$ cat config.mk
export PLATFORM = sky130hd
export DESIGN_NAME = ptm_ram
export DESIGN_NICKNAME = d
export VERILOG_FILES = /design/src/rtl/assert_macros.svh /design/src/rtl/ptm_ram.sv
export SDC_FILE = /design/constraint.sdc
export NUM_CORES = 1
export LEC_CHECK = 0
export ABC_CLOCK_PERIOD_IN_PS = 1850
export BUFFER_PORTS_ARGS = -buffer_cell sky130_fd_sc_hd__buf_2
export CORE_MARGIN = 2
export CORE_UTILIZATION = 40
export DETAILED_ROUTE_END_ITERATION = 16
export PLACE_DENSITY = 0.63
export SYNTH_ARGS = -nofsm -noshare
export SYNTH_HDL_FRONTEND = slang
export SYNTH_SLANG_ARGS = --single-unit
$ cat constraint.sdc
create_clock -name clk -period 1.85 [get_ports clk]
set_clock_uncertainty 0.15 [all_clocks]
set_input_delay 0.0925 -clock clk [delete_from_list [all_inputs] [get_ports clk]]
set_output_delay 0.0925 -clock clk [all_outputs]
set_load 0.05 [all_outputs]
$ cat src/rtl/assert_macros.svh
// Assertion helpers for the page table mapper RTL.
`ifndef ASSERT_MACROS_SVH
`define ASSERT_MACROS_SVH

// Check a property on every rising clock edge, skipped while reset is low.
`define PTM_ASSERT(lbl, clk, rst_n, prop, msg) \
	lbl: assert property (@(posedge clk) disable iff (!rst_n) prop) else $error(msg);

// Check a property on every rising clock edge, reset included.
`define PTM_ASSERT_ALWAYS(lbl, clk, prop, msg) \
	lbl: assert property (@(posedge clk) prop) else $error(msg);

`endif

$ cat src/rtl/ptm_ram.sv
`default_nettype none

module ptm_ram #(
	parameter int WIDTH = 8,
	parameter int DEPTH = 16
) (
	input  logic                     clk,
	input  logic                     we,
	input  logic [$clog2(DEPTH)-1:0] waddr,
	input  logic [WIDTH-1:0]         wdata,
	input  logic [$clog2(DEPTH)-1:0] raddr,
	output logic [WIDTH-1:0]         rdata
);

	logic [WIDTH-1:0] mem [DEPTH];

	// One write port, one registered read port; a colliding read sees old data
	always_ff @(posedge clk) begin
		if (we) begin
			mem[waddr] <= wdata;
		end
		rdata <= mem[raddr];
	end

endmodule

`default_nettype wire

==> run_results.csv <==
group,metric,value,unit
timing,slew_headroom,0.711,
setup_path,cp_max_fo,1,
logic_synthesis,ys.warnings.count,0,
placement,gp_congestion,0.780,
setup_path,ff2ff_path_depth,3,
drt,drt_iter0_markers,212,
drt,wire_per_inst,20.6,microns
power_and_ir_drop,p_clk_frac,0.462,
timing,fin_ws,0.306,ns
grt,grt_overflow,0,
logic_synthesis,synthSimpleGateAreaFrac,0.0318,
placement,dpl_cell_area,5600,sq um
grt,grt_max_degree,33,
logic_synthesis,synth.area.top_cells,"edfxtp_1, mux4_2, mux4_1, dfxtp_1, a22oi_1",
logic_synthesis,avgSynthCellArea,22.5,sq um
timing,min_period,1.54,ns
logic_synthesis,synth_common_cells,"edfxtp_1, mux4_2, a22oi_1, mux4_1, nor2_1",
logic_synthesis,yosysTopAreaCellShare,0.747,
grt,grt_pass1_vias,2571,
setup_path,crit_start,"mem[5][1]",
timing,setup_viol,0,
final_layout,diodes,0,
timing,tightestPinTransition,0.434,ns
clock_network,clockBufferDepth,2,
power_and_ir_drop,p_seq_frac,0.481,
final_layout,fin_cells,477,
floorplan,die_w,117,microns
clock_network,hold_buffers,8,
logic_synthesis,synth-xor-area-share,0,
grt,grt_pass1_wl,15300,microns
clock_network,ctsResizeCount,0,
logic_synthesis,syn_inst,229,
timing,finalSetupTns,0,ns
timing,rsz0062_at_grt,"false",
setup_path,crit_type,"flop to flop",
power_and_ir_drop,power.total,7.20,mW
placement,dp_cells,437,
logic_synthesis,synth-compound-area-share,0.0233,
placement,pre_cts_slack,0.115,ns
final_layout,synthToLayoutAreaGrowth,21.8,%
power_and_ir_drop,p_sw,1.58,mW
logic_synthesis,synth_area,5150,sq um
timing,max_freq,648,MHz
timing,hold_viol_final,0,
worst_hold_path,min_from,"raddr[2]",
logic_synthesis,synth_edf_count,128,
floorplan,core_area,12600,sq um
power_and_ir_drop,vdd_drop_max,0.550,mV
worst_hold_path,holdPathStages,4,
logic_synthesis,synth_top_flop_cell,"edfxtp_1",
floorplan,pin_count,26,
setup_path,critPathRequiredTime,1.99,ns
logic_synthesis,synth_top_family_by_area,"multiplexers",
logic_synthesis,async_flop_share,0,
timing,finalCritPeriodShare,0.834,
power_and_ir_drop,p_per_area,1150,nW/um^2
floorplan,rows,41,
grt,grt_usage,0.152,
final_layout,final_util,0.499,
logic_synthesis,yosysUniqueCellTypes,19,
clock_network,cts_num_sinks,136,
clock_network,insertion_delay,0.41,ns
power_and_ir_drop,p_sw_frac,0.219,
timing,holdWs,0.0185,ns
clock_network,cts-root-buf,"clkbuf_16",
logic_synthesis,synth_seq_cells,136,
drt,finalWirelength,9830,microns
final_layout,stdcell_area,6270,sq um
logic_synthesis,synth_area_leader_cell,"edfxtp_1",
floorplan,initial_utilization,0.410,
drt,routed_via_density,5.14,
logic_synthesis,syn-num-nets,247,
power_and_ir_drop,p_int,5.62,mW
timing,maxSlewViolCount,0,
placement,dp_hpwl,6160,microns
clock_network,cts_tree,"built",
drt,remaining_drc_errors,0,
logic_synthesis,synth_mux_area_frac,0.150,
floorplan,die_y,117,microns
setup_path,r2r_start,"mem[5][1]",
run_status,status,"complete, no violations",
job,maxCapViolCount,0,
power_and_ir_drop,pwr-share-comb,0.057,
logic_synthesis,yosys.area_share.adder,0,
setup_path,start_kind,"flop",
clock_network,cts_buffers,17,
worst_hold_path,hp-class,"input port to flop",
drt,vias,2450,
grt,antenna_found_initial,0,
drt,detail-route-antenna-nets,0,
logic_synthesis,yosysMostFrequentCell,"edfxtp_1",
floorplan,dieArea,13800,sq um
clock_network,post_cts_buffers,0,
clock_network,clk_pin_slew,0.06,ns
final_layout,finalNetCount,310,
power_and_ir_drop,p_leak,2.13,nW
logic_synthesis,yosysSeqAreaShare,0.778,
placement,port-buffer-count,25,
setup_path,critPathCaptureType,"flop",
final_layout,drive_gt1_frac,0.315,
setup_path,cp.arrival,1.68,ns
clock_network,h-tree-depth,4,
drt,drt_first_pass_iters,4,
==> cells by family (layout without fill, tap and decap cells) <==
kind of cell,Yosys count,after routing
DFF,136,136
and+or+nand+nor,35,35
AOI/OAI and AO/OA,16,16
buffers and inverters,10,86
muxes,32,32
==> registers in the layout (all words and copies together), names as in the netlist <==
register  flops
rdata         8
mem         128
==> power by group through the flow <==
stage	sequential, mW	clock, mW	combinational [mW]
2_1_floorplan	3.60	0	0.175
3_3_place_gp	3.52	0	0.389
3_5_place_dp	3.53	0	0.398
4_1_cts	3.46	3.39	0.411
5_1_grt	3.47	3.54	0.436
6_report	3.46	3.33	0.407
==> cell usage in the layout, fill, tap and decap left out <==
master         synthesis  final
and2_1                 1      1
bufinv_16              0      2
nand3_1                1      1
mux4_2                18     18
mux4_1                14     14
edfxtp_1             128    128
nand3b_1               2      2
buf_2                  3     25
clkinv_4               0      1
buf_12                 0      3
nor3_1                 4      4
inv_8                  0      1
nand2b_1               2      2
buf_4                  1     18
dlygate4sd3_1          0      8
and2b_1                1      1
nor2_1                13     13
clkinvlp_4             0      4
dfxtp_1                8      8
a22oi_1               16     16
inv_6                  0      6
nor2b_1                1      1
clkbuf_1               0      1
clkbuf_16              0     17
nand2_1                9      9
or3b_2                 1      1
==> critical path: stages (launching register included) <==
cell and delay, ns:
edfxtp_1 0.37, mux4_1 0.52, a22oi_1 0.29, nand2_1 0.09
==> worst paths after layout <==
check / to / slack (ns)
min reg2reg: rdata[5] / 0.52
min: rdata[5] / 0.02
max: rdata[1] / 0.31
max reg2reg: rdata[1] / 0.31
==> layer usage <==
| layer | global-route usage | share of wire | vias up |
|---|---|---|---|
| met1 | 0.216 | 0.45 | 1261 |
| met3 | 0.0409 | 0.050 | 9 |
| met2 | 0.226 | 0.48 | 74 |
| met4 | 0.0610 | 0.012 | 0 |
| li1 | - | - | 1106 |
| met5 | 0 | 0 | - |
==> final cells by class <==
class	instances	area [sq um]
clock inverter	14	163
multi-input combinational	83	1060
tap	172	215
clock buffer	18	429
timing repair buffer	54	400
sequential	136	4000
fill	1008	6300
Note: power is estimated with default switching activity, not from simulation.
