==> config.mk <==
export PLATFORM = sky130hd
export DESIGN_NAME = ptm_walker
export DESIGN_NICKNAME = d
export VERILOG_FILES = /design/src/rtl/assert_macros.svh /design/src/rtl/ptm_pkg.sv /design/src/rtl/ptm_walker.sv
export SDC_FILE = /design/constraint.sdc
export NUM_CORES = 1
export LEC_CHECK = 0
export BUFFER_PORTS_ARGS = -buffer_cell sky130_fd_sc_hd__buf_4
export CORE_ASPECT_RATIO = 1.75
export CORE_MARGIN = 2
export CORE_UTILIZATION = 50
export DETAILED_ROUTE_END_ITERATION = 16
export GPL_TIMING_DRIVEN = 0
export PLACE_DENSITY = 0.72
export SYNTH_ARGS = -nofsm -noshare
export SYNTH_HDL_FRONTEND = slang
export SYNTH_SLANG_ARGS = --single-unit
==> constraint.sdc <==
create_clock -name clk -period 7.6 [get_ports clk]
set_clock_uncertainty 0.2 [all_clocks]
set_input_delay 0 -clock clk [delete_from_list [all_inputs] [get_ports clk]]
set_output_delay 0 -clock clk [all_outputs]
set_load 0.02 [all_outputs]
==> src/rtl/assert_macros.svh <==
// Assertion helpers for the page table mapper RTL.
`ifndef ASSERT_MACROS_SVH
`define ASSERT_MACROS_SVH

// Check a property on every rising clock edge, skipped while reset is low.
`define PTM_ASSERT(lbl, clk, rst_n, prop, msg) \
	lbl: assert property (@(posedge clk) disable iff (!rst_n) prop) else $error(msg);

// Check a property on every rising clock edge, reset included.
`define PTM_ASSERT_ALWAYS(lbl, clk, prop, msg) \
	lbl: assert property (@(posedge clk) prop) else $error(msg);

`endif

==> src/rtl/ptm_pkg.sv <==
`default_nettype none

package ptm_pkg;

	// Pool geometry
	localparam int TABLE_PAGES       = 64;
	localparam int PAGE_W            = $clog2(TABLE_PAGES);
	localparam int CNT_W             = $clog2(TABLE_PAGES + 1);
	localparam int IDX_W             = 9;
	localparam int ENTRIES_PER_TABLE = 1 << IDX_W;
	localparam int STORE_DEPTH       = TABLE_PAGES * ENTRIES_PER_TABLE;
	localparam int ADDR_W            = PAGE_W + IDX_W;

	// Entry layout
	localparam int ENTRY_W = 52;
	localparam int PPN_W   = 40;
	localparam int OFS_W   = 12;
	localparam int LVL_W   = 2;

	localparam logic [PPN_W-1:0] BASE_RESET  = 40'd20480;
	localparam logic [OFS_W-1:0] PRESENT_RW  = 12'h003;
	localparam int               PRESENT_BIT = 0;

	typedef struct packed {
		logic [51:0] phys_addr;
		logic [47:0] virt_addr;
		logic [11:0] entry_flags;
	} req_t;

	typedef struct packed {
		logic [35:0] invalidate_page;
		logic [52:0] leaf_entry;
		logic [1:0]  tables_added;
		logic        pool_exhausted;
	} rsp_t;

	typedef struct packed {
		logic               we;
		logic [ADDR_W-1:0]  waddr;
		logic [ENTRY_W-1:0] wdata;
		logic [ADDR_W-1:0]  raddr;
	} mem_port_t;

	typedef struct packed {
		logic              ok;
		logic [PAGE_W-1:0] page;
	} loc_t;

	typedef struct packed {
		logic idle;
		logic done;
	} walk_stat_t;

	// Store address of one entry of one pool page
	function automatic logic [ADDR_W-1:0] slot_addr(input logic [PAGE_W-1:0] page,
			input logic [IDX_W-1:0] idx);
		return {page, idx};
	endfunction

	// Table index of a level, root level first
	function automatic logic [IDX_W-1:0] table_index(input logic [47:0] va,
			input logic [LVL_W-1:0] lvl);
		logic [IDX_W-1:0] idx;
		case (lvl)
			2'd0:    idx = va[47:39];
			2'd1:    idx = va[38:30];
			2'd2:    idx = va[29:21];
			default: idx = va[20:12];
		endcase
		return idx;
	endfunction

	// Physical address of pool page k, page number wrapping at 40 bits
	function automatic logic [ENTRY_W-1:0] page_address(input logic [PPN_W-1:0] base,
			input logic [PAGE_W-1:0] k);
		logic [PPN_W-1:0] ppn;
		ppn = base + PPN_W'(k);
		return {ppn, {OFS_W{1'b0}}};
	endfunction

	// Map an entry's address back to a pool page; ok is low outside the pool
	function automatic loc_t locate(input logic [ENTRY_W-1:0] entry,
			input logic [PPN_W-1:0] base);
		logic [PPN_W-1:0] off;
		loc_t loc;
		off      = entry[ENTRY_W-1:OFS_W] - base;
		loc.ok   = (off < PPN_W'(TABLE_PAGES));
		loc.page = off[PAGE_W-1:0];
		return loc;
	endfunction

endpackage

`default_nettype wire

==> src/rtl/ptm_walker.sv <==
`default_nettype none

module ptm_walker
	import ptm_pkg::*;
(
	input  logic               clk,
	input  logic               arst_n,
	input  logic               start,
	input  req_t               req,
	input  logic [PPN_W-1:0]   base,
	output mem_port_t          mem,
	input  logic [ENTRY_W-1:0] rdata,
	output walk_stat_t         stat,
	output rsp_t               res,
	input  logic               res_take
);

	localparam logic [2:0] ST_IDLE   = 3'd0;
	localparam logic [2:0] ST_DRY_RD = 3'd1;
	localparam logic [2:0] ST_DRY    = 3'd2;
	localparam logic [2:0] ST_CHECK  = 3'd3;
	localparam logic [2:0] ST_APPLY  = 3'd4;
	localparam logic [2:0] ST_LEAF   = 3'd5;
	localparam logic [2:0] ST_DONE   = 3'd6;

	logic [2:0]         state_q, state_d;
	req_t               req_q;
	logic [LVL_W-1:0]   lvl_q, lvl_d;
	logic [LVL_W-1:0]   need_q, need_d;
	logic               bad_q, bad_d;
	logic [PAGE_W-1:0]  page_q, page_d;
	logic [1:0]         added_q, added_d;
	logic [CNT_W-1:0]   next_free_q, next_free_d;
	rsp_t               res_q, res_d;
	logic [ADDR_W-1:0]  rd_addr_q;
	logic               fwd_valid_q;
	logic [ADDR_W-1:0]  fwd_addr_q;
	logic [ENTRY_W-1:0] fwd_data_q;

	logic [ENTRY_W-1:0] entry;
	logic               present;
	loc_t               loc;
	logic               alloc;
	logic [PAGE_W-1:0]  new_page;
	logic [LVL_W-1:0]   lvl_next;
	logic [CNT_W:0]     free_sum;
	logic [ENTRY_W-1:0] flags_ext;

	// Take the write of the previous cycle when the store still returns old data
	assign entry     = (fwd_valid_q && (fwd_addr_q == rd_addr_q)) ? fwd_data_q : rdata;
	assign present   = entry[PRESENT_BIT];
	assign loc       = locate(entry, base);
	assign lvl_next  = LVL_W'(lvl_q + 1'b1);
	assign alloc     = !present && (next_free_q < CNT_W'(TABLE_PAGES));
	assign new_page  = alloc ? next_free_q[PAGE_W-1:0] : (loc.ok ? loc.page : '0);
	assign free_sum  = {1'b0, next_free_q} + (CNT_W+1)'(need_q);
	assign flags_ext = {{(ENTRY_W-OFS_W){1'b0}}, req_q.entry_flags};

	// Sequence the dry walk, the check, the write-back walk and the leaf write
	always_comb begin
		state_d     = state_q;
		lvl_d       = lvl_q;
		need_d      = need_q;
		bad_d       = bad_q;
		page_d      = page_q;
		added_d     = added_q;
		next_free_d = next_free_q;
		res_d       = res_q;
		mem.we      = 1'b0;
		mem.waddr   = slot_addr(page_q, table_index(req_q.virt_addr, lvl_q));
		mem.wdata   = entry | flags_ext;
		mem.raddr   = slot_addr('0, table_index(req_q.virt_addr, '0));
		unique case (state_q)
			ST_IDLE: begin
				if (start) begin
					state_d = ST_DRY_RD;
				end
			end
			ST_DRY_RD: begin
				lvl_d   = '0;
				need_d  = '0;
				bad_d   = 1'b0;
				state_d = ST_DRY;
			end
			ST_DRY: begin
				mem.raddr = slot_addr(loc.page, table_index(req_q.virt_addr, lvl_next));
				if (!present) begin
					need_d  = LVL_W'(2'd3 - lvl_q);
					state_d = ST_CHECK;
				end else if (!loc.ok) begin
					bad_d   = 1'b1;
					state_d = ST_CHECK;
				end else if (lvl_q == 2'd2) begin
					state_d = ST_CHECK;
				end else begin
					lvl_d = lvl_next;
				end
			end
			ST_CHECK: begin
				lvl_d   = '0;
				added_d = '0;
				if (bad_q || (free_sum > (CNT_W+1)'(TABLE_PAGES))) begin
					res_d.invalidate_page = req_q.virt_addr[47:12];
					res_d.leaf_entry      = '0;
					res_d.tables_added    = '0;
					res_d.pool_exhausted  = 1'b1;
					state_d               = ST_DONE;
				end else begin
					page_d  = '0;
					state_d = ST_APPLY;
				end
			end
			ST_APPLY: begin
				mem.we    = 1'b1;
				mem.raddr = slot_addr(new_page, table_index(req_q.virt_addr, lvl_next));
				if (alloc) begin
					mem.wdata   = page_address(base, next_free_q[PAGE_W-1:0])
						| flags_ext | {{(ENTRY_W-OFS_W){1'b0}}, PRESENT_RW};
					next_free_d = CNT_W'(next_free_q + 1'b1);
					added_d     = 2'(added_q + 1'b1);
				end
				page_d = new_page;
				if (lvl_q == 2'd2) begin
					state_d = ST_LEAF;
				end else begin
					lvl_d = lvl_next;
				end
			end
			ST_LEAF: begin
				mem.we    = 1'b1;
				mem.waddr = slot_addr(page_q, table_index(req_q.virt_addr, 2'd3));
				mem.wdata = {req_q.phys_addr[51:12], req_q.entry_flags | PRESENT_RW};
				res_d.invalidate_page = req_q.virt_addr[47:12];
				res_d.leaf_entry      = {1'b0, req_q.phys_addr[51:12],
					req_q.entry_flags | PRESENT_RW};
				res_d.tables_added    = added_q;
				res_d.pool_exhausted  = 1'b0;
				state_d               = ST_DONE;
			end
			ST_DONE: begin
				if (res_take) begin
					state_d = ST_IDLE;
				end
			end
			default: begin
				state_d = ST_IDLE;
			end
		endcase
	end

	// Advance control state
	always_ff @(posedge clk or negedge arst_n) begin
		if (!arst_n) begin
			state_q     <= ST_IDLE;
			next_free_q <= CNT_W'(1);
			fwd_valid_q <= 1'b0;
		end else begin
			state_q     <= state_d;
			next_free_q <= next_free_d;
			fwd_valid_q <= mem.we;
		end
	end

	// Hold request, walk position and forwarding data
	always_ff @(posedge clk) begin
		if (start && (state_q == ST_IDLE)) begin
			req_q <= req;
		end
		lvl_q      <= lvl_d;
		need_q     <= need_d;
		bad_q      <= bad_d;
		page_q     <= page_d;
		added_q    <= added_d;
		res_q      <= res_d;
		rd_addr_q  <= mem.raddr;
		fwd_addr_q <= mem.waddr;
		fwd_data_q <= mem.wdata;
	end

	assign stat.idle = (state_q == ST_IDLE);
	assign stat.done = (state_q == ST_DONE);
	assign res       = res_q;

endmodule

`default_nettype wire
==> impl_summary.md, run 1 <==
Synthesis
The cell area after synthesis is 14500 sq um. After synthesis, the mean cell area works out to 10.9 sq um. The number of nets in the synthesized netlist is 1597. The distinct cell type count after synthesis is 81. The share of the Yosys chip area taken by registers is 0.529. The async set-or-reset flop fraction in the synthesized netlist is 0.0387.

The synthesized instance count is 1331. For this run, the number of Yosys warnings is 0. Among all flip-flop cells after synthesis, the most frequent one is sky130_fd_sc_hd__edfxtp_1. The number of enable flip-flop cells after synthesis is 191. The number of flip-flops and latches in the synthesized netlist is 284.

Placement
The routability-driven placement congestion ratio is 0.978. The worst setup slack before clock tree synthesis is 0.145 ns. Summed over all nets, the half-perimeter wirelength after detailed placement is 41.4 mm. The count of buffers added on input and output ports is 359.

Global routing
The met2 capacity usage during global routing is 0.716. met2 is the most crowded layer. The wire length of the first global-routing pass is 88.1 mm. The met3 layer usage reported by global route is 0.0530. The global-route congestion overflow total is 0. Entering global routing, the biggest net connects 50 pins. The overall fraction of global-route tracks in use is 0.384. The via count of the first global-routing pass is 15100. The initial antenna violation count is 4. For met1 alone, demand over resource in global routing was 0.394.

Outcome
The final reports fail on hold timing. The run finished, with violations left.

Timing
In the post-route analysis, the smallest setup slack over all paths is 0.131 ns. The final-layout setup total negative slack is 0 ns. The clock period could shrink to 7.47 ns. The max-slew violation count is 0. The number of hold violations in the final report came to 1. In this run the tightest slew margin relative to its limit is 0.140. Setup violations remaining at the end of the flow were counted as 0.

The fraction of the cycle the final worst path needs is 0.983. Static timing analysis puts the maximum clock frequency at 134 MHz. At the pin with the least slew margin, the transition time is 1.28 ns.

Setup repair after global routing left no endpoint under its margin. The post-route worst hold slack is -0.0114 ns.

Finish
The final net count is 2268. The commonest non-fill, non-tap cell in the layout is sky130_fd_sc_hd__buf_4. In the layout the commonest cells are sky130_fd_sc_hd__buf_4 (363), sky130_fd_sc_hd__dlygate4sd3_1 (281), sky130_fd_sc_hd__edfxtp_1 (191).

Relative to the synthesized area, the layout overhead comes to 48.7%. The proportion of layout cells with a drive suffix above 1 is 0.246.

Power
Power spread over the standard cell area amounts to 306 nW/um^2. IR analysis of the VDD net gives a maximum drop of 0.000254 V. Summed over all cells, the static leakage comes to 8.82 nW. The overall power is 6.58 mW.

Clock tree
The clock tree from TritonCTS is yes. Buffers inserted during clock tree synthesis total 27. The maximum clock path buffer count is 3. In this run the number of H-tree levels came out at 1. In this run the clock root is driven by a sky130_fd_sc_hd__clkbuf_16.

CTS saw 284 sinks. Clock-pin slew was measured on the worst setup and hold paths at 0.06 ns. At the later pin of the worst-skew pair, clock insertion delay measures 0.55 ns.

Run
The number of max-capacitance violations reported is 0.

Setup path
The critical path goes through xnor2_1 -> nand4_1 -> nor4_4 -> clkbuf_1 -> mux2_2 -> ha_1 -> nand2_2 -> a211o_1 -> a211oi_1 -> o21ai_1 -> mux2i_1 -> or4_1 -> or4_4 -> nor4_4 -> nand2_2 -> buf_6 -> o21ai_1 -> buf_4. The maximum fanout encountered on the critical timing path is 10. The worst endpoint required time is 7.40 ns.

The kind of end point of the critical path is an output pin. The number of buffer and inverter instances along the worst setup path is 3. The launching element type of the critical path is a flop. The worst setup path is of the flop to output pin kind. Among all stages on the critical path, the largest delay is contributed by sky130_fd_sc_hd__clkbuf_1.

The delay of the slowest cell on the worst path is 0.77 ns. The data arrival at the endpoint of the critical path is 7.27 ns. The kind of cell adding the most delay to the critical path is simple AND/OR/NAND/NOR gates.

Drt
In this run the remaining antenna-violating nets after routing total 0. The detailed router's first-iteration violation count is 1295. The final route contains 14400 vias. For this run, design rule violations remaining after detail routing come to 0. Dividing the detail-routed wire length by the instance count gives 24.9 microns. The routed wire length is 59.9 mm. Using the TritonRoute via totals, the vias-per-cell ratio works out to 5.99.

The first-pass detailed-route iteration total is 6.

Floorplanning
The area enclosed by the die boundary is 30300 sq um. After floorplanning, the core was divided into 82 placement rows. The overall die height is 229 microns. The floorplan step defined a core boundary enclosing 28500 sq um. In this run the count of I/O pins placed on the die edge is 385.

The initial core utilization is 0.507. The die is 133 microns wide.

Min path
The class of the worst hold path is input pin to flop.
[layer usage]
metal / vias up / routed length [microns]
li1: 6306 / -
met1: 6842 / 19500
met2: 965 / 31700
met3: 280 / 4150
met4: 0 / 4590
met5: - / 0
[cell families (layout without fill, tap and decap cells)]
family / after synthesis / in the layout / share of synthesized area
and+or+nand+nor: 372 / 372 / 0.133
AOI/OAI and AO/OA: 353 / 353 / 0.157
DFF: 284 / 284 / 0.529
buffers and inverters: 131 / 822 / 0.0394
xor gates and xnor gates: 73 / 73 / 0.0442
muxes: 59 / 59 / 0.0445
adders and majority gates: 58 / 58 / 0.0518
other: 1 / 5 / 0.000259
[cells in the mapped netlist, drive strengths merged, types with 8 or more instances]
cell | n | share of area
clkbuf | 46 | 0.012
mux2i | 17 | 0.012
nand2 | 92 | 0.024
a222oi | 9 | 0.0062
o21ai | 107 | 0.037
xnor2 | 65 | 0.039
nor3 | 17 | 0.0059
buf | 27 | 0.012
nand4 | 26 | 0.011
or3 | 10 | 0.0043
o21bai | 17 | 0.0091
edfxtp | 191 | 0.40
inv | 57 | 0.015
and3 | 68 | 0.029
nor4 | 16 | 0.0084
ha | 55 | 0.048
dfxtp | 82 | 0.11
nand2b | 11 | 0.0048
nor2b | 8 | 0.0035
nor2 | 69 | 0.018
o21a | 11 | 0.0057
a22oi | 24 | 0.012
a21oi | 105 | 0.039
mux2 | 42 | 0.033
a221o | 9 | 0.0062
dfrtp | 10 | 0.017
nand3 | 32 | 0.011
a21o | 18 | 0.0093
xor2 | 8 | 0.0048
[area by class of cell]
type,count,area [sq um]
fill,1913,7030
clock buffer,34,722
multi-input combinational,916,6260
sequential,284,7650
buffer,73,354
timing repair buffer,642,5560
inverter,58,218
clock inverter,15,241
antenna,4,10.0
tap,378,473
[power by group]
part / total (mW) / switching (mW) / internal [mW]
Clock: 1.49 / 0.612 / 0.882
Combinational: 2.75 / 1.72 / 1.03
Sequential: 2.33 / 0.195 / 2.14
Total: 6.58 / 2.53 / 4.05
[path summary, 6_finish.rpt]
check	end	slack [ns]	startpoint	cells past startpoint
setup / recovery	mem[11]	0.13	rd_addr_q[10]	18
hold / removal	req_q[30]	-0.01	req[30]	2
setup reg to reg	lvl_q[1]	0.55	rd_addr_q[10]	17
hold reg to reg	fwd_addr_q[9]	0.17	page_q[0]	0
max in group asynchronous	next_free_q[3]	6.39	arst_n	3
min in group asynchronous	state_q[2]	0.42	arst_n	3
[timing repair]
item	in CTS	in global routing
buffers inserted	0	0
gates resized for setup	1	6
hold buffers	280	1
endpoints found under the hold margin	201	1
setup endpoints to repair	6	6
[per-stage QoR]
stage           util  instance area, sq um  instances
2_1_floorplan      -                 14500       1331
3_3_place_gp   0.618                 17600       2068
3_5_place_dp   0.620                 17700       2070
4_1_cts        0.753                 21500       2399
5_1_grt        0.753                 21500       2403
6_report       0.754                 21500       2404
[registers in the layout, summed over array words and instances (netlist names)]
name and flops:
fwd_addr_q 15, flags_ext 12, bad_q 1, res 90
lvl_q 2, added_q 2, state_q 3, req_q 76
next_free_q 7, page_q 6, rd_addr_q 15, need_q 2
fwd_valid_q 1, fwd_data_q 52
[worst register-to-register path, cell delays in order, from the launching register on]
cell and delay [ns]:
sky130_fd_sc_hd__dfxtp_1 0.31, sky130_fd_sc_hd__xnor2_1 0.33, sky130_fd_sc_hd__nand4_1 0.31, sky130_fd_sc_hd__nor4_4 0.71
sky130_fd_sc_hd__clkbuf_2 0.52, sky130_fd_sc_hd__mux2_2 0.41, sky130_fd_sc_hd__ha_1 0.28, sky130_fd_sc_hd__clkbuf_1 0.38
sky130_fd_sc_hd__nand2_1 0.20, sky130_fd_sc_hd__o21ai_1 0.61, sky130_fd_sc_hd__o211ai_1 0.15, sky130_fd_sc_hd__a21oi_1 0.23
sky130_fd_sc_hd__and3b_1 0.24, sky130_fd_sc_hd__o221ai_1 0.19, sky130_fd_sc_hd__a41oi_1 0.24, sky130_fd_sc_hd__xnor2_1 0.79
sky130_fd_sc_hd__nand3_1 0.21, sky130_fd_sc_hd__o31ai_1 0.42
Note: power is estimated with default switching activity, not from simulation.
==> inputs of run 2 (changes only) <==
Settings changed: PLACE_DENSITY 0.72 to 0.76.
==> run 2 against run 1 <==
Design area fell by 0.12%; global-route usage barely moved; the run still ends with hold timing left; register-to-register slack improved by 0.19 ns; first-iteration DRC count rose by 9.0%; sequential cell count did not move; cell count barely moved; via count fell by 0.33%; die area did not move; critical path depth did not move; sequential power barely moved; utilization fell by 0.088 points; combinational power barely moved.
==> impl_summary.md, run 2 (same netlist as run 1, synthesis figures left out) <==
Outcome
The flow ran to the end, but the final reports show violations. The final reports fail on hold timing.

Timing
The number of hold violations in the final report is 3. In the finished design, the share of the clock period the worst path needs comes to 0.975. The max-slew violation count is 0. The worst-case headroom to the max-slew limit is 0.223. The final count of negative-setup-slack endpoints is 0. Setup repair after global routing left no endpoint under its margin. For the pin with the worst max-slew slack, the measured transition is 1.16 ns. The least setup slack across all paths after layout is 0.190 ns.

On the final layout, the worst hold slack is -0.0223 ns. The highest attainable clock frequency is 135 MHz. The final-layout setup total negative slack is 0 ns. The clock period minus final worst setup slack is 7.41 ns.

Finish
The proportion of layout cells with a drive suffix above 1 is 0.246. The top cell types in the final layout, fill and taps aside, are sky130_fd_sc_hd__buf_4 (363), sky130_fd_sc_hd__dlygate4sd3_1 (286), sky130_fd_sc_hd__edfxtp_1 (191). The relative area change from synthesis to final layout is 48.5%. After filler insertion, the fill cell instance count of the layout stands at 1847.

The sequential cells in the finished layout cover a total of 7650 sq um. The core occupancy in the finished layout is 0.753. The final net count is 2272.

The total non-filler cell area in the finished layout is 21500 sq um. The multi-input combinational cells in the finished layout cover a total of 6270 sq um. The number of flip-flops under the largest register name is 90. The commonest non-fill, non-tap cell in the layout is sky130_fd_sc_hd__buf_4. The finished layout holds 2406 standard cells, fillers aside.

Power
IR analysis of the VDD net gives a maximum drop of 0.000264 V. The static leakage is 8.82 nW. After layout, the design draws a total of 6.46 mW. The power density normalized to cell area is 301 nW/um^2.

Drt
Wires add up to 59.9 mm. The detail route stage leaves a number of antenna-violating nets equal to 0. The detailed router's first-iteration violation count is 1411. The first-pass detailed-route iteration total is 6. The detailed router placed 14300 vias in this run. In the routed layout, each cell is associated on average with a via count of 5.96. The DRC violation count after routing is 0. The routed wire length per instance is 24.9 microns.

Placement
Buffers placed on the I/O ports in this run total 359. The HPWL after detailed placement is 41.5 mm. The total instance count after detailed placement is 2070. The routability-driven placement congestion ratio is 0.939. The cell area reported after detailed placement is 17700 sq um. At the placement stage, the worst setup path has a slack of 0.292 ns.

Setup path
Of all nets on the critical path, the largest fanout is 10. STA puts the critical path data required time at 7.40 ns. For the worst flop-to-flop path, the logic depth is 16.

The setup check on the worst reg-to-reg path leaves a slack of 0.74 ns. The launching element type of the critical path is a flop. The critical path is of the flop to output pin type. In this run the critical register-to-register path is captured at lvl_q[1]. At the worst endpoint, the arrival time is 7.21 ns. In this run the critical register-to-register path is launched from rd_addr_q[0]. The kind of end point of the critical path is an output pin.

Clock tree
Once the clock tree was built, the setup fixing pass inserted 0 buffers. The maximum clock path buffer count is 3. The total clock sinks is 284. The number of levels in the clock H-tree is 1.

The clock transition time at the flip-flop clock pins of the worst setup and hold paths is 0.07 ns. The root cell of the clock tree is sky130_fd_sc_hd__clkbuf_16. The clock reaches the later pin of the worst-skew pair after 0.55 ns.

Counting the buffers created by CTS gives 26. The clock tree from TritonCTS is yes.

Floorplanning
The floorplan step defined a die boundary enclosing 30300 sq um. The floorplan step set the die width to 133 microns. The floorplan step defined a core boundary enclosing 28500 sq um.

The initial core utilization is 0.507. The number of top-level pins is 385. The die is 229 microns tall.

After floorplanning, the core was divided into 82 placement rows.

Global routing
The via count of the first global-routing pass is 15400. The wire length of the first global-routing pass is 88.1 mm. After global routing the overflow that remains totals 0.

The overall fraction of global-route tracks in use is 0.383. The initial antenna violation count is 2. The largest net degree at the start of global routing is 64.

Min path
Along the worst hold path, the cell count comes to 5. In this run the most critical hold path is launched from base[39]. The worst min-delay path endpoint is rd_addr_q[12]. The class of the worst hold path is input pin to flop.

Run
The number of max-capacitance violations reported is 0.
==> run 2: changes by cell type in the layout (fill, tap and decap cells not counted), sizes merged <==
cell / delta
clkinv: +5
bufinv: -3
inv: -3
dlygate4sd3: +5
diode: -2
==> run 2: layer usage <==
layer / vias to the layer above / track usage / wire length (microns)
met5: - / 0 / 13
met4: 2 / 0.280 / 4890
met3: 296 / 0.0541 / 3670
met2: 881 / 0.708 / 31600
met1: 6867 / 0.387 / 19700
li1: 6300 / - / -
==> run 2: how the worst max path moves through the flow <==
| stage | start | endpoint | slack (ns) |
|---|---|---|---|
| after floorplan | rd_addr_q[11] | lvl_q[0] | 2.29 |
| after global placement | rd_addr_q[10] | lvl_q[0] | 0.27 |
| after detailed placement | rd_addr_q[1] | lvl_q[0] | 0.29 |
| after CTS | rd_addr_q[0] | mem[13] | 0.06 |
| after global routing | rd_addr_q[0] | mem[11] | 0.05 |
| final | rd_addr_q[0] | mem[11] | 0.19 |
==> run 2: critical path, stage by stage (launching register included) <==
cell,delay [ns]
sky130_fd_sc_hd__dfxtp_1,0.32
sky130_fd_sc_hd__xnor2_1,0.22
sky130_fd_sc_hd__nand4_1,0.24
sky130_fd_sc_hd__nor4_4,0.80
sky130_fd_sc_hd__clkbuf_1,0.68
sky130_fd_sc_hd__mux2_2,0.46
sky130_fd_sc_hd__ha_1,0.47
sky130_fd_sc_hd__nand2_2,0.14
sky130_fd_sc_hd__a211o_1,0.33
sky130_fd_sc_hd__a211oi_1,0.39
sky130_fd_sc_hd__o21ai_1,0.13
sky130_fd_sc_hd__mux2i_1,0.15
sky130_fd_sc_hd__or4_1,0.62
sky130_fd_sc_hd__or4_4,0.56
sky130_fd_sc_hd__nor4_4,0.25
sky130_fd_sc_hd__nand2_2,0.18
sky130_fd_sc_hd__buf_6,0.22
sky130_fd_sc_hd__o21ai_1,0.29
sky130_fd_sc_hd__buf_4,0.21
==> run 2: final cells by class <==
type / instances / area share
clock buffers: 34 / 0.0341
flip-flops and latches: 284 / 0.357
clock inverters: 14 / 0.00717
inverters: 58 / 0.0101
well taps: 378 / 0.0220
plain buffers: 73 / 0.0165
multi-input cells: 916 / 0.292
repair buffers: 647 / 0.261
diodes: 2 / 0.000233
==> run 2: timing repair <==
item	CTS	global route
hold buffers	284	2
endpoints found under the hold margin	198	2
pin swaps	0	0
resized for setup	1	6
setup endpoints to repair	6	8
==> run 2: power breakdown <==
group          total (mW)  switching, mW  internal, mW
logic                2.74           1.70          1.04
clock network        1.39          0.603         0.783
registers            2.34          0.202          2.14
total                6.46           2.50          3.95
==> inputs of run 3 (changes only) <==
Settings changed: CORE_MARGIN 2 to 5.
==> run 3 against run 2 <==
First-iteration DRC count rose by 11%; largest power group unchanged; setup slack got worse by 0.12 ns; clock-buffer cell count fell by 2; cell count barely moved; wire length rose by 2.2%; global-route usage fell by 2.5 points; critical endpoint unchanged; highest routed layer unchanged; the flow still finishes with violations (hold timing).
==> impl_summary.md, run 3 (same netlist as run 1, synthesis figures left out) <==
Floorplanning
The number of rows created at floorplan is 82. The total area inside the core boundary comes to 28600 sq um. The initial core utilization is 0.505. The overall die height is 235 microns. In this run the horizontal extent of the chip is 139 microns. The die covers 32500 sq um. The number of top-level pins is 385.

Setup path
The worst endpoint required time is 7.40 ns. The number of buffer and inverter instances along the worst setup path is 4. The maximum fanout encountered on the critical timing path is 10.

The worst-path cell with the longest stage delay is sky130_fd_sc_hd__clkbuf_1. STA classifies the critical path endpoint as an output pin. The critical path runs through a total of 19 cells. The worst-case register-to-register setup slack is 0.51 ns.

Traced cell by cell, the critical path runs through xnor2_1 -> nand4_1 -> nor4_4 -> clkbuf_1 -> mux2_2 -> ha_1 -> clkbuf_1 -> nand4_1 -> nor2_1 -> o211ai_1 -> and3_1 -> and3_1 -> a311oi_1 -> nand4_1 -> nor4_4 -> nand2_2 -> buf_6 -> o21ai_1 -> buf_4. The data arrival at the endpoint of the critical path is 7.33 ns. Measured in cells, the most critical reg-to-reg path has a length of 17.

Following the worst setup path forward leads to its endpoint at mem[11]. The critical path start-end classification is flop to output pin. The worst setup path startpoint is rd_addr_q[10].

The launching element type of the critical path is a flop. The launch instance of the worst register-to-register path is rd_addr_q[10]. The kind of cell adding the most delay to the critical path is simple AND/OR/NAND/NOR gates.

The delay of the slowest cell on the worst path is 0.74 ns. The destination of the worst register-to-register timing path is lvl_q[0]. The cell occurring most often along the worst timing path is sky130_fd_sc_hd__nand4_1.

Drt
In the final routed layout, each cell accounts on average for 25.5 microns. Before antenna repair, the detailed router went through 6 iterations. After detailed routing, the number of remaining DRC violations is 0.

In this run, the number of DRC markers left after iteration 0 of detailed routing was 1573. In this run the remaining antenna-violating nets after routing total 0. The routed wire length is 61.2 mm. The total vias in the final route is 14500. After detailed routing, the number of vias per cell comes to 6.02.

Power
In this run the power spent charging and discharging nets is 2.53 mW. The power density normalized to cell area is 302 nW/um^2. The share of total power dissipated in the clock network is 0.220.

The combinational cell fraction of total power is 0.422. The share of total power dissipated in sequential elements is 0.359. Summed over all cells, the static leakage comes to 8.83 nW.

Of the total power, the share spent switching nets is 0.389. The worst voltage drop across the vdd grid is 0.000267 V. Cell internal power was estimated by the tool at 3.97 mW. The completed layout was analyzed and its total power is 6.50 mW.

Timing
The max-slew violation count is 0. The worst-case headroom to the max-slew limit is 0.183. The worst path in the final design needs a cycle of 7.53 ns, including I/O delays and setup. Static timing analysis puts the maximum clock frequency at 133 MHz.

The post-route worst hold slack is -0.00948 ns. Dividing the final minimum period by the clock period gives 0.991. Setup violations remaining at the end of the flow were counted as 0. At the pin with the least slew margin, the transition time is 1.21 ns.

The number of hold violations in the final report is 1. The final-layout setup total negative slack is 0 ns.

Finish
Leaving out fill and tap cells, the most frequent cell in the layout is sky130_fd_sc_hd__buf_4. The relative area change from synthesis to final layout is 48.7%. The proportion of layout cells with a drive suffix above 1 is 0.247. The number of flip-flops under the largest register name is 90. For this run, the number of standard cells in the final layout without fillers is 2404. In the layout the commonest cells are sky130_fd_sc_hd__buf_4 (363), sky130_fd_sc_hd__dlygate4sd3_1 (286), sky130_fd_sc_hd__edfxtp_1 (191). The count of filler cells inserted in the layout is 1844. The core occupancy in the finished layout is 0.751. After the last flow step, the layout net total stands at 2272.

The number of diodes is 0.

Outcome
The final reports fail on hold timing. The flow ran to the end, but the final reports show violations.

Clock tree
TritonCTS built the clock tree. The clock passes through at most 3 buffers. The total clock sinks is 284.

The number of setup buffers added after CTS is 0. The root buffer cell chosen for the clock tree is sky130_fd_sc_hd__clkbuf_16. The number of buffers created by CTS is 26. The clock latency on the worst-skew pair is 0.56 ns. The number of levels in the clock H-tree is 1. The clock transition time at the flip-flop clock pins of the worst setup and hold paths is 0.07 ns.

Placement
The number of input and output port buffers inserted is 359. The HPWL after detailed placement is 42.1 mm. The routability-driven placement congestion ratio is 0.977. After detailed placement, the design holds a cell count of 2070.

Global routing
The initial antenna violation count is 1. The global-route congestion overflow total is 0. The overall fraction of global-route tracks in use is 0.359.

The via count of the first global-routing pass is 15200. The largest net degree at the start of global routing is 48. The first global-routing pass estimated 90.3 mm of wire.

Min path
The class of the worst hold path is input pin to flop.

Run
The number of max-capacitance violations reported is 0.
==> run 3: final cells by class <==
cell class | count | area, sq um | share of cell area
plain buffers | 73 | 353 | 0.0164
multi-input cells | 916 | 6270 | 0.292
clock buffers | 32 | 736 | 0.0342
well taps | 378 | 473 | 0.0220
inverters | 58 | 218 | 0.0101
flip-flops and latches | 284 | 7650 | 0.356
clock inverters | 16 | 178 | 0.00827
repair buffers | 647 | 5610 | 0.261
==> run 3: repair_timing <==
action                     4_1_cts  5_1_grt
hold buffers                   285        1
setup endpoints to repair        6        6
pin swaps                        0        0
hold endpoints to repair       205        1
gates resized for setup          1        4
==> run 3: worst min-delay path, cell delays in order <==
cell and delay, ns:
sky130_fd_sc_hd__buf_4 0.12, sky130_fd_sc_hd__xnor2_1 0.16, sky130_fd_sc_hd__xnor2_2 0.18, sky130_fd_sc_hd__nand3_1 0.14, sky130_fd_sc_hd__o21ai_1 0.09
==> run 3: worst min path at each step <==
stage,from,endpoint,slack (ns),depth (start not counted)
global route,req[97],req_q[97],0.009,2
floorplan,arst_n,fwd_valid_q,-0.50,0
global placement,arst_n,fwd_valid_q,-0.35,1
detailed placement,arst_n,fwd_valid_q,-0.34,1
CTS,req[57],req_q[57],0.003,2
finish,base[39],rd_addr_q[12],-0.009,5
==> run 3: metrics by stage <==
step	instance area (sq um)	worst slack, ns
CTS	21500	0.0353
floorplan	14500	2.29
finish	21500	0.0717
global placement	17600	0.215
detailed placement	17700	0.265
global route	21500	-0.0155
==> run 3: power groups by stage <==
stage          clock network, mW  logic, mW  registers [mW]
2_1_floorplan                  0       1.20            2.48
3_3_place_gp                   0       2.38            2.35
3_5_place_dp                   0       2.44            2.34
4_1_cts                     1.43       2.65            2.31
5_1_grt                     1.50       2.86            2.36
6_report                    1.43       2.74            2.33
==> run 3: per-layer routing <==
metal  share of wire  global-route usage  vias to the layer above
li1                -                   -                     6315
met2            0.53               0.667                      966
met4           0.078               0.233                        2
met1            0.32               0.370                     6916
met3           0.069              0.0519                      280
met5         0.00020                   0                        -
